--- src/hw/rtl/kpd_pkg.sv ---
// ----------------------------------------------------------------------------
// kpd_pkg
// Shared constants, keymap ROMs and lane result type for the key matrix
// scan decoder.
// ----------------------------------------------------------------------------
package kpd_pkg;

    localparam int ROW_COUNT    = 9;
    localparam int COLUMN_COUNT = 8;
    localparam int MAP_ROWS     = 9;
    localparam int MAP_COLS     = 8;
    localparam int ROW_W        = 8;
    localparam int CODE_W       = 8;
    localparam int ROW_IDX_W    = (ROW_COUNT > 1) ? $clog2(ROW_COUNT) : 1;
    localparam int SHIFT_BIT    = 7;

    localparam logic [CODE_W-1:0] CODE_NONE = '0;

    typedef struct packed {
        logic              found;
        logic [CODE_W-1:0] code;
    } lane_res_t;

    localparam logic [CODE_W-1:0] MAP_PLAIN [0:MAP_ROWS-1][0:MAP_COLS-1] = '{
        '{8'h86, 8'h1b, 8'h7f, 8'h98, 8'h71, 8'h61, 8'h60, 8'h00},
        '{8'h85, 8'h96, 8'h92, 8'h32, 8'h77, 8'h73, 8'h7a, 8'h00},
        '{8'h84, 8'h82, 8'h20, 8'h33, 8'h65, 8'h64, 8'h78, 8'h00},
        '{8'h83, 8'h31, 8'h09, 8'h34, 8'h72, 8'h66, 8'h63, 8'h5b},
        '{8'h99, 8'h97, 8'h0d, 8'h35, 8'h74, 8'h67, 8'h76, 8'h5d},
        '{8'h81, 8'h3b, 8'h0a, 8'h36, 8'h79, 8'h68, 8'h62, 8'h5c},
        '{8'h80, 8'h2f, 8'h08, 8'h37, 8'h75, 8'h6a, 8'h6e, 8'h00},
        '{8'h2d, 8'h2e, 8'h30, 8'h38, 8'h69, 8'h6b, 8'h6d, 8'h00},
        '{8'h27, 8'h3d, 8'h39, 8'h70, 8'h6f, 8'h6c, 8'h2c, 8'h00}
    };

    localparam logic [CODE_W-1:0] MAP_SHIFT [0:MAP_ROWS-1][0:MAP_COLS-1] = '{
        '{8'h86, 8'h1b, 8'h7f, 8'h98, 8'h51, 8'h41, 8'h60, 8'h00},
        '{8'h85, 8'h96, 8'h92, 8'h21, 8'h57, 8'h53, 8'h5a, 8'h00},
        '{8'h84, 8'h82, 8'h20, 8'h23, 8'h45, 8'h44, 8'h58, 8'h00},
        '{8'h83, 8'h31, 8'h09, 8'h24, 8'h52, 8'h46, 8'h43, 8'h7b},
        '{8'h99, 8'h97, 8'h0d, 8'h25, 8'h54, 8'h47, 8'h56, 8'h7d},
        '{8'h81, 8'h3a, 8'h0a, 8'h5e, 8'h59, 8'h48, 8'h42, 8'h7c},
        '{8'h80, 8'h3f, 8'h08, 8'h26, 8'h55, 8'h4a, 8'h4e, 8'h00},
        '{8'h5f, 8'h3e, 8'h29, 8'h2a, 8'h49, 8'h4b, 8'h4d, 8'h00},
        '{8'h22, 8'h2b, 8'h28, 8'h50, 8'h4f, 8'h4c, 8'h3c, 8'h00}
    };

endpackage

--- src/hw/rtl/kpd_lane.sv ---
// ----------------------------------------------------------------------------
// kpd_lane
// One row lane: finds the lowest pressed column of its row whose keymap
// code is not zero.
// ----------------------------------------------------------------------------
module kpd_lane (
    input  logic [kpd_pkg::ROW_IDX_W-1:0] row_idx,
    input  logic                          shifted,
    input  logic [kpd_pkg::ROW_W-1:0]     row,
    output kpd_pkg::lane_res_t            res
);
    import kpd_pkg::*;

    always_comb
    begin
        logic [CODE_W-1:0] code;
        res = '{found: 1'b0, code: CODE_NONE};
        for (int c = COLUMN_COUNT - 1; c >= 0; c--)
        begin
            code = CODE_NONE;
            if (c < MAP_COLS && int'(row_idx) < MAP_ROWS)
            begin
                code = shifted ? MAP_SHIFT[row_idx][c] : MAP_PLAIN[row_idx][c];
            end
            if (!row[c] && code != CODE_NONE)
            begin
                res.found = 1'b1;
                res.code  = code;
            end
        end
    end

endmodule

--- src/hw/rtl/kpd_merge.sv ---
// ----------------------------------------------------------------------------
// kpd_merge
// Merge stage: takes the code of the first row lane that found a key.
// ----------------------------------------------------------------------------
module kpd_merge (
    input  kpd_pkg::lane_res_t          lanes [kpd_pkg::ROW_COUNT],
    output logic [kpd_pkg::CODE_W-1:0]  code
);
    import kpd_pkg::*;

    always_comb
    begin
        code = CODE_NONE;
        for (int r = ROW_COUNT - 1; r >= 0; r--)
        begin
            if (lanes[r].found)
            begin
                code = lanes[r].code;
            end
        end
    end

endmodule

--- src/hw/rtl/keypad_matrix_decoder_core.sv ---
// ----------------------------------------------------------------------------
// keypad_matrix_decoder_core
// Key matrix scan decoder: one 9x8 snapshot in, one key report out.
// ----------------------------------------------------------------------------
// Input channel: in_valid / in_stall carry one snapshot (row_1 .. row_9,
// active-low columns, row_1 bit 7 is shift) per transfer.
// Output channel: out_valid / out_stall carry one report (key_code, new_key)
// per snapshot, in order.
// Nine row lanes decode their rows in parallel; a merge stage picks the first
// row with a mapped key, and the core compares its code with the kept code.
// Each transfer's report is registered in the output register, or in the skid entry while that register is held.
// Throughput: one snapshot per cycle while out_stall is low.
// A two-entry output buffer lets one more snapshot in while a report waits;
// in_stall rises only when both entries are full.
// Reset clears the kept code to zero and empties the output buffer.
// While out_stall is high the pending report holds unchanged.
// ----------------------------------------------------------------------------
module keypad_matrix_decoder_core (
    input  logic                         clk,
    input  logic                         rst_n,
    input  logic                         in_valid,
    output logic                         in_stall,
    input  logic [kpd_pkg::ROW_W-1:0]    row_1,
    input  logic [kpd_pkg::ROW_W-1:0]    row_2,
    input  logic [kpd_pkg::ROW_W-1:0]    row_3,
    input  logic [kpd_pkg::ROW_W-1:0]    row_4,
    input  logic [kpd_pkg::ROW_W-1:0]    row_5,
    input  logic [kpd_pkg::ROW_W-1:0]    row_6,
    input  logic [kpd_pkg::ROW_W-1:0]    row_7,
    input  logic [kpd_pkg::ROW_W-1:0]    row_8,
    input  logic [kpd_pkg::ROW_W-1:0]    row_9,
    output logic                         out_valid,
    input  logic                         out_stall,
    output logic [kpd_pkg::CODE_W-1:0]   key_code,
    output logic                         new_key
);
    import kpd_pkg::*;

    logic [ROW_W-1:0]  rows [ROW_COUNT];
    lane_res_t         lanes [ROW_COUNT];
    logic [CODE_W-1:0] found_code;
    logic              is_new;
    logic              in_xfer;
    logic              out_xfer;

    logic [CODE_W-1:0] last_code_reg, last_code_next;
    logic              out_valid_reg, out_valid_next;
    logic              skid_valid_reg, skid_valid_next;
    logic [CODE_W-1:0] out_code_reg, out_code_next;
    logic              out_new_reg, out_new_next;
    logic [CODE_W-1:0] skid_code_reg, skid_code_next;
    logic              skid_new_reg, skid_new_next;

    assign rows = '{row_1, row_2, row_3, row_4, row_5, row_6, row_7, row_8, row_9};

    for (genvar r = 0; r < ROW_COUNT; r++)
    begin : g_lane
        kpd_lane u_lane (
            .row_idx (ROW_IDX_W'(r)),
            .shifted (~row_1[SHIFT_BIT]),
            .row     (rows[r]),
            .res     (lanes[r])
        );
    end

    kpd_merge u_merge (
        .lanes (lanes),
        .code  (found_code)
    );

    assign is_new   = (found_code != CODE_NONE) && (found_code != last_code_reg);
    assign in_stall = skid_valid_reg;
    assign in_xfer  = in_valid && !in_stall;
    assign out_xfer = out_valid_reg && !out_stall;

    always_comb
    begin
        last_code_next  = in_xfer ? found_code : last_code_reg;
        out_valid_next  = out_valid_reg;
        skid_valid_next = skid_valid_reg;
        out_code_next   = out_code_reg;
        out_new_next    = out_new_reg;
        skid_code_next  = skid_code_reg;
        skid_new_next   = skid_new_reg;
        if (!out_valid_reg || out_xfer)
        begin
            if (skid_valid_reg)
            begin
                out_valid_next  = 1'b1;
                out_code_next   = skid_code_reg;
                out_new_next    = skid_new_reg;
                skid_valid_next = 1'b0;
            end
            else
            begin
                out_valid_next = in_xfer;
                out_code_next  = is_new ? found_code : CODE_NONE;
                out_new_next   = is_new;
            end
        end
        else if (in_xfer)
        begin
            skid_valid_next = 1'b1;
            skid_code_next  = is_new ? found_code : CODE_NONE;
            skid_new_next   = is_new;
        end
    end

    always_ff @(posedge clk or negedge rst_n)
    begin
        if (!rst_n)
        begin
            last_code_reg  <= CODE_NONE;
            out_valid_reg  <= 1'b0;
            skid_valid_reg <= 1'b0;
        end
        else
        begin
            last_code_reg  <= last_code_next;
            out_valid_reg  <= out_valid_next;
            skid_valid_reg <= skid_valid_next;
        end
    end

    always_ff @(posedge clk)
    begin
        out_code_reg  <= out_code_next;
        out_new_reg   <= out_new_next;
        skid_code_reg <= skid_code_next;
        skid_new_reg  <= skid_new_next;
    end

    assign out_valid = out_valid_reg;
    assign key_code  = out_code_reg;
    assign new_key   = out_new_reg;

    a_new_has_code: assert property (@(posedge clk) disable iff (!rst_n)
        out_valid_reg && out_new_reg |-> out_code_reg != CODE_NONE)
        else $error("new key reported with zero code");

    a_old_is_zero: assert property (@(posedge clk) disable iff (!rst_n)
        out_valid_reg && !out_new_reg |-> out_code_reg == CODE_NONE)
        else $error("non-zero code without new key");

    a_skid_behind_out: assert property (@(posedge clk) disable iff (!rst_n)
        skid_valid_reg |-> out_valid_reg)
        else $error("skid entry held while output register empty");

    a_kept_tracks: assert property (@(posedge clk) disable iff (!rst_n)
        in_xfer && is_new |=> last_code_reg != CODE_NONE)
        else $error("kept code lost after new key");

endmodule

--- config.mk ---
export PLATFORM = sky130hd
export DESIGN_NAME = keypad_matrix_decoder_core
export DESIGN_NICKNAME = d
export VERILOG_FILES = /design/src/hw/rtl/kpd_pkg.sv /design/src/hw/rtl/kpd_lane.sv /design/src/hw/rtl/kpd_merge.sv /design/src/hw/rtl/keypad_matrix_decoder_core.sv
export SDC_FILE = /design/constraint.sdc
export NUM_CORES = 1
export LEC_CHECK = 0
export ABC_AREA = 1
export BUFFER_PORTS_ARGS = -buffer_cell sky130_fd_sc_hd__buf_2
export CORE_ASPECT_RATIO = 1.75
export CORE_MARGIN = 4
export CORE_UTILIZATION = 54
export DETAILED_ROUTE_END_ITERATION = 10
export PLACE_DENSITY = 0.8
export SLEW_MARGIN = 25
export SYNTH_ARGS = -nofsm -noshare
export SYNTH_HDL_FRONTEND = slang
export SYNTH_SLANG_ARGS = --single-unit
--- constraint.sdc ---
create_clock -name clk -period 2 [get_ports clk]
set_clock_uncertainty 0.1 [all_clocks]
set_input_delay 0.1 -clock clk [delete_from_list [all_inputs] [get_ports clk]]
set_output_delay 0.1 -clock clk [all_outputs]
set_load 0.03 [all_outputs]
### Word level (Yosys, flattened, before mapping)

Index checks and enable logic that the tools add are counted.

* eq/ne operators: 1
* multiplexer cells: 126
* bitwise gates (word level): 1
* reductions and logical operators: 145

Operators with widths (number)
* $mux W9: 66
* $reduce_bool A8 Y1: 46
* $mux W6: 29
* $mux W8: 11
* $mux W5: 12
* $logic_and A1 B1 Y1: 48
* $logic_not A1 Y1: 48
* $mux W7: 2
* $ne A8 B8 Y1: 1
* $mux W1: 5
* $mux W3: 1
* $reduce_and A2 Y1: 1
* $reduce_bool A2 Y1: 1
* $logic_or A1 B1 Y1: 1
* $not A1 Y1: 1

* flip-flop bits (word level): 28
* bits of input ports: 76
* output and inout port bits: 11
* logic and storage cells: 280

### Logic depth before layout (Yosys ltp)

* depth after elaboration: 23
* gate-level depth with buffers: 26
* depth with buffers taken out: 25

### By module

A second synthesis with hierarchy kept.

* cells, all modules: 2976
* area total of the unflattened synthesis: 15135.8 µm²

Modules (own cells, without submodules)
* kpd_lane (g_lane[0].u_lane ...): instances 6, cells an instance 289, area each 1452.6 µm², sequential area each 0.0 µm²
* kpd_lane (g_lane[1].u_lane ...): instances 2, cells an instance 309, area each 1411.4 µm², sequential area each 0.0 µm²
* kpd_lane (g_lane[3].u_lane): instances 1, cells an instance 297, area each 1415.1 µm², sequential area each 0.0 µm²
* keypad_matrix_decoder_core: instances 1, cells an instance 134, area each 1271.2 µm², sequential area each 790.8 µm²
* kpd_merge: instances 1, cells an instance 193, area each 910.9 µm², sequential area each 0.0 µm²

### Least setup slack after synthesis

Ideal clock, no wire load.

* path kind: input-to-reg
* start: input port row_1[7] in the netlist's numbering
* end: register out_new_reg, in the netlist new_key, data pin
* setup time: 0.264 ns
* data arrival time: 1.774 ns
* required time: 1.636 ns
* slack: -0.137 ns
* stages: 22
* path buffers: 2
* path through: buf_4 > inv_2 > buf_2 > o31ai_1 > o21ai_0 > nand2_1 > nand2_1 > nand2_1 > nand2_1 > nand2_1 > nand2_1 > nand2_1 > nand2_1 > nand2_1 > nand2_2 > nand2_1 > nand2_2 > nand2_4 > nor2_8 > nand2_8 > nand2_4 > o21ai_2

* longest elaborated chain between the ends: 22
* elaborated cells on any way between the ends: 213
* classes of those cells: eq/ne: 1; mux: 120; reduce/logical: 92

Ends and longest elaborated chain
* start, declared: line keypad_matrix_decoder_core.sv:23 `input logic [kpd_pkg::ROW_W-1:0] row_1,`
* $mux W5: line kpd_lane.sv:23 `code = shifted ? MAP_SHIFT[row_idx][c] : MAP_PLAIN[row_idx][c];`
* $reduce_bool A8 Y1: line kpd_lane.sv:25 `if (!row[c] && code != CODE_NONE)`
* $logic_and A1 B1 Y1: line kpd_lane.sv:25
* $mux W9 (7 in a row): line kpd_lane.sv:25
* $mux W8 (8 in a row): line kpd_merge.sv:16 `if (lanes[r].found)`
* $mux W8 (*): line kpd_merge.sv:16
* $ne A8 B8 Y1 or $reduce_bool A8 Y1 (tied branches): line keypad_matrix_decoder_core.sv:71 `assign is_new = (found_code != CODE_NONE) && (found_code != last_code_reg);`
* $logic_and A1 B1 Y1 (*): line keypad_matrix_decoder_core.sv:71
* $mux W1 (*): line keypad_matrix_decoder_core.sv:87 `if (skid_valid_reg)`
* end signal, assigned: line keypad_matrix_decoder_core.sv:128 `out_new_reg <= out_new_next;`
* end, declared: line keypad_matrix_decoder_core.sv:50 `logic out_new_reg, out_new_next;`

Mark *: on every way between the ends. The rest lies on a longest branch, timed or not.
A chain may end at the register's enable or synchronous reset.

### Worst setup path after layout

* start: input port row_8[2] in the netlist's numbering
* end: register out_code_reg[5], in the netlist key_code[5], data pin

* longest elaborated chain between the ends: 17
* elaborated cells on any way between the ends: 18
* classes of those cells: eq/ne: 1; mux: 13; reduce/logical: 4

Ends and longest elaborated chain
* start, declared: line keypad_matrix_decoder_core.sv:30 `input logic [kpd_pkg::ROW_W-1:0] row_8,`
* $logic_not A1 Y1 (*): line kpd_lane.sv:25
* $logic_and A1 B1 Y1 (*): line kpd_lane.sv:25
* $mux W9 (*) (3 in a row): line kpd_lane.sv:25
* $mux W8 (*) (8 in a row): line kpd_merge.sv:16
* $ne A8 B8 Y1 or $reduce_bool A8 Y1 (tied branches): line keypad_matrix_decoder_core.sv:71
* $logic_and A1 B1 Y1: line keypad_matrix_decoder_core.sv:71
* $mux W8 (*)
* $mux W8 (*): line keypad_matrix_decoder_core.sv:87
* end signal, assigned: line keypad_matrix_decoder_core.sv:127 `out_code_reg <= out_code_next;`
* end, declared: line keypad_matrix_decoder_core.sv:49 `logic [CODE_W-1:0] out_code_reg, out_code_next;`

Marks and branches as above.

==> results.md <==
Power
* 0.215 — Clock power frac
* 0.3842 — net switching share of the total power
* 0.8416 mW — switching power
* 0.2675 mV — maximum vdd drop
* 2.554 nW — static power due to leakage
* 0.461 — combinational fraction of design power
* 1.349 mW — total internal power
* 0.324 — Reg power frac
* 432.5 mW/mm2 — power density over the cells

Synthesis
* 5.899 um2 — average footprint of a synthesized cell
* simple AND/OR/NAND/NOR gates — combinational family with the most area after synthesis
* 0.002844 — xor/xnor share of the synthesized area
* 42 — Cell variety after synth
* sky130_fd_sc_hd__nand2_1 (202), sky130_fd_sc_hd__inv_1 (57), sky130_fd_sc_hd__nor2_1 (56) — commonest cells in the synthesized netlist
* 0.2462 — area share of the largest cell type after synthesis
* sky130_fd_sc_hd__nand2_1 — most common cell in the netlist
* sky130_fd_sc_hd__edfxtp_1 — Synth Flop Type
* 18 — EDFF count, synth
* 28 — number of flip-flops and latches in the synthesized netlist
* 0.1357 — compound-gate portion of the synthesized area
* sky130_fd_sc_hd__nand2_1 (25%), sky130_fd_sc_hd__edfxtp_1 (18%), sky130_fd_sc_hd__dfrtp_1 (8.1%), sky130_fd_sc_hd__nand3_1 (7.3%), sky130_fd_sc_hd__inv_1 (6.9%) — leading post-synthesis cells by cell area
* 0 — Synthesis Warnings
* 0 — adder-cell share of the synthesized area
* sky130_fd_sc_hd__nand2_1 — library cell occupying the most area in the post-synthesis netlist
* 0 — mux cell area share after synthesis
* 0.5165 — simple logic cell fraction of the synthesized area
* 598 — synthesized netlist net count
* 0.2568 — Seq/Total Area, Yosys
* 0.3571 — share of flip-flops with an asynchronous set or reset after synthesis
* 522 — number of standard cells after synthesis
* 0.003079 mm2 — cell area after synthesis

GRT
* 0.03866 — met3 usage
* 0 — number of antenna violations at the first check in global routing
* 0.2911 — grt met1 use
* 0.7018 — met2 Track Usage GR
* 0.3472 — GRT Util Overall
* 0 — total gr overflow
* 17 — pin count of the biggest net entering global routing
* 4493 — via count of the first global-routing pass
* 19170 um — global-route wire length before repair
* met2 — Top Usage Layer GRT

Clocking
* 3 — Num CTS Buffers
* built — clock tree from TritonCTS
* 0.11 ns — clock transition at the register clock pins on the worst setup and hold paths after CTS
* 2 — number of buffers on the longest clock path
* 0.30 ns — worst skew pair latency
* 1 — number of levels in the clock H-tree
* 28 — clk sink count
* sky130_fd_sc_hd__clkbuf_8 — root buffer cell

Die
* 107.9 um — height of the die
* 0.5558 — Initial Utilization
* 0.007022 mm2 — die area
* 65.08 um — horizontal extent of the die
* 0.005540 mm2 — area inside the core boundary
* 87 — Ports
* 36 — standard-cell row count

Worst setup path
* sky130_fd_sc_hd__nor2_4 — cell with the largest stage delay on the worst path
* flip-flop — category of the worst setup path capture point
* simple AND/OR/NAND/NOR gates — dominant delay contributor by cell family on the critical path
* primary input to flip-flop — WS Path Type
* sky130_fd_sc_hd__nand2_1 — Top cell by count, worst path
* 2.49 ns — Worst Path Arrival
* 8 — path depth of the worst reg2reg path
* 25 — WP depth
* primary input — type of element launching the critical path
* 3 — crit path buf inv count
* 6 — highest fanout seen on the critical path
* 0.20 ns — Crit path largest cell delay
* 1.96 ns — critical path required time

Routing
* 0 — residual DRC count
* 15640 um — total detailed-routing wirelength
* 6 — Initial DRT Pass Iterations
* 19.43 um — average wire per standard cell
* 700 — number of design-rule violations left by the first detailed-router iteration
* 6.247 — Vias per Instance
* 0 — antenna-violating nets left
* 5029 — routed via count

Run
* 0 — reported max-cap violation count

Finish
* 0 — Inserted Diodes
* 64.49% — layout overhead on the synthesized area
* 0.9142 — Finished Core Util
* 806 — net count of the finished layout
* 0.4184 — share of final-layout standard cells stronger than drive strength 1

STA
* 0.3960 GHz — timing-limited maximum frequency
* true — setup repair after global routing missed its margin
* -0.5256 ns — slack of the critical path
* 1.263 — Period Utilization, post-route
* 0.9175 ns — slew of the pin with the lowest slew margin
* 19 — endpoints failing setup
* 0.3861 — Slew Limit Headroom
* 0 — Hold Violations, Final
* 2.526 ns — final critical path time including I/O delays and setup
* 0 — pins over their slew limit

Worst hold path
* primary input to async pin — Tightest Hold Check Type

Placed design
* 8695 um — HPWL after detailed placement
* 81 — number of I/O port buffers
* -0.5080 ns — Post-Place Setup Slack
* 0.9965 — routability congestion estimate

Run status
* negative setup slack — violations in the final reports
* complete, but fails checks — status

==> power by group through the flow <==
stage | logic (mW) | registers (mW) | clock network, mW
floorplan | 0.357 | 0.758 | 0
global placement | 0.753 | 0.711 | 0
detailed placement | 0.773 | 0.713 | 0
finish | 1.01 | 0.710 | 0.470
global route | 1.07 | 0.712 | 0.482
CTS | 0.849 | 0.704 | 0.452
==> path summary, 6_finish.rpt <==
check,to,from,slack (ns)
max in group asynchronous,last_code_reg[5],rst_n,1.49
worst min-delay path,last_code_reg[4],rst_n,0.09
min in group clk,out_valid,out_stall,0.18
worst max-delay path,key_code[5],row_8[2],-0.53
worst min register to register,last_code_reg[7],last_code_reg[7],0.45
worst max register to register,key_code[5],last_code_reg[7],0.27
==> layer usage <==
layer	vias up	wire, um
li1	2118	-
met1	2198	4400
met2	510	7906
met3	203	1447
met4	0	1885
met5	-	0
==> per-stage QoR <==
stage                     setup TNS, ns  cells  power, mW  instance area, um2  hold WS [ns]
final                            -8.840    805      2.191                5065       0.09485
after CTS                        -2.270    799      2.005                4813        0.1002
after detailed placement         -8.870    779      1.487                4412       -0.1250
after global routing             -11.79    805      2.268                5065        0.1125
after global placement           -8.001    779      1.465                4412       -0.1272
after floorplan                 -0.6463    522      1.114                3168       -0.2956
==> cell families after synthesis <==
logic type             Yosys count
flip-flops                      28
buffers and inverters           70
AO/OA/AOI/OAI                   72
XOR/XNOR                         1
AND/OR/NAND/NOR                351
==> area by class of cell <==
type / instances / area, um2
multi-input combinational: 427 / 2420
timing repair buffer: 205 / 1434
sequential: 28 / 790.8
fill: 254 / 475.5
inverter: 65 / 254.0
tap: 76 / 95.09
clock buffer: 3 / 41.29
clock inverter: 1 / 30.03
==> cells in the final DEF (no fill, tap or decap), types with 8 or more instances in the layout <==
master	count
sky130_fd_sc_hd__nand3_4	9
sky130_fd_sc_hd__nand2_2	23
sky130_fd_sc_hd__nor2_2	10
sky130_fd_sc_hd__edfxtp_1	18
sky130_fd_sc_hd__dfrtp_1	10
sky130_fd_sc_hd__buf_4	117
sky130_fd_sc_hd__nor2_1	42
sky130_fd_sc_hd__nand3_2	8
sky130_fd_sc_hd__o211ai_1	10
sky130_fd_sc_hd__nor2_4	8
sky130_fd_sc_hd__buf_6	12
sky130_fd_sc_hd__inv_1	55
sky130_fd_sc_hd__nand3_1	33
sky130_fd_sc_hd__o21ai_0	21
sky130_fd_sc_hd__a21oi_1	19
sky130_fd_sc_hd__nand2_4	12
sky130_fd_sc_hd__buf_2	71
sky130_fd_sc_hd__nand2_1	181
sky130_fd_sc_hd__nand4_1	10
==> repair_timing <==
item / in CTS / in global routing
hold buffers: 2 / 0
cloned: 2 / 1
pin swaps: 23 / 34
buffers inserted: 13 / 5
gates resized for setup: 45 / 56
setup endpoints to repair: 18 / 18
endpoints found under the hold margin: 12 / 0
Power figures use the tool's default switching activity.
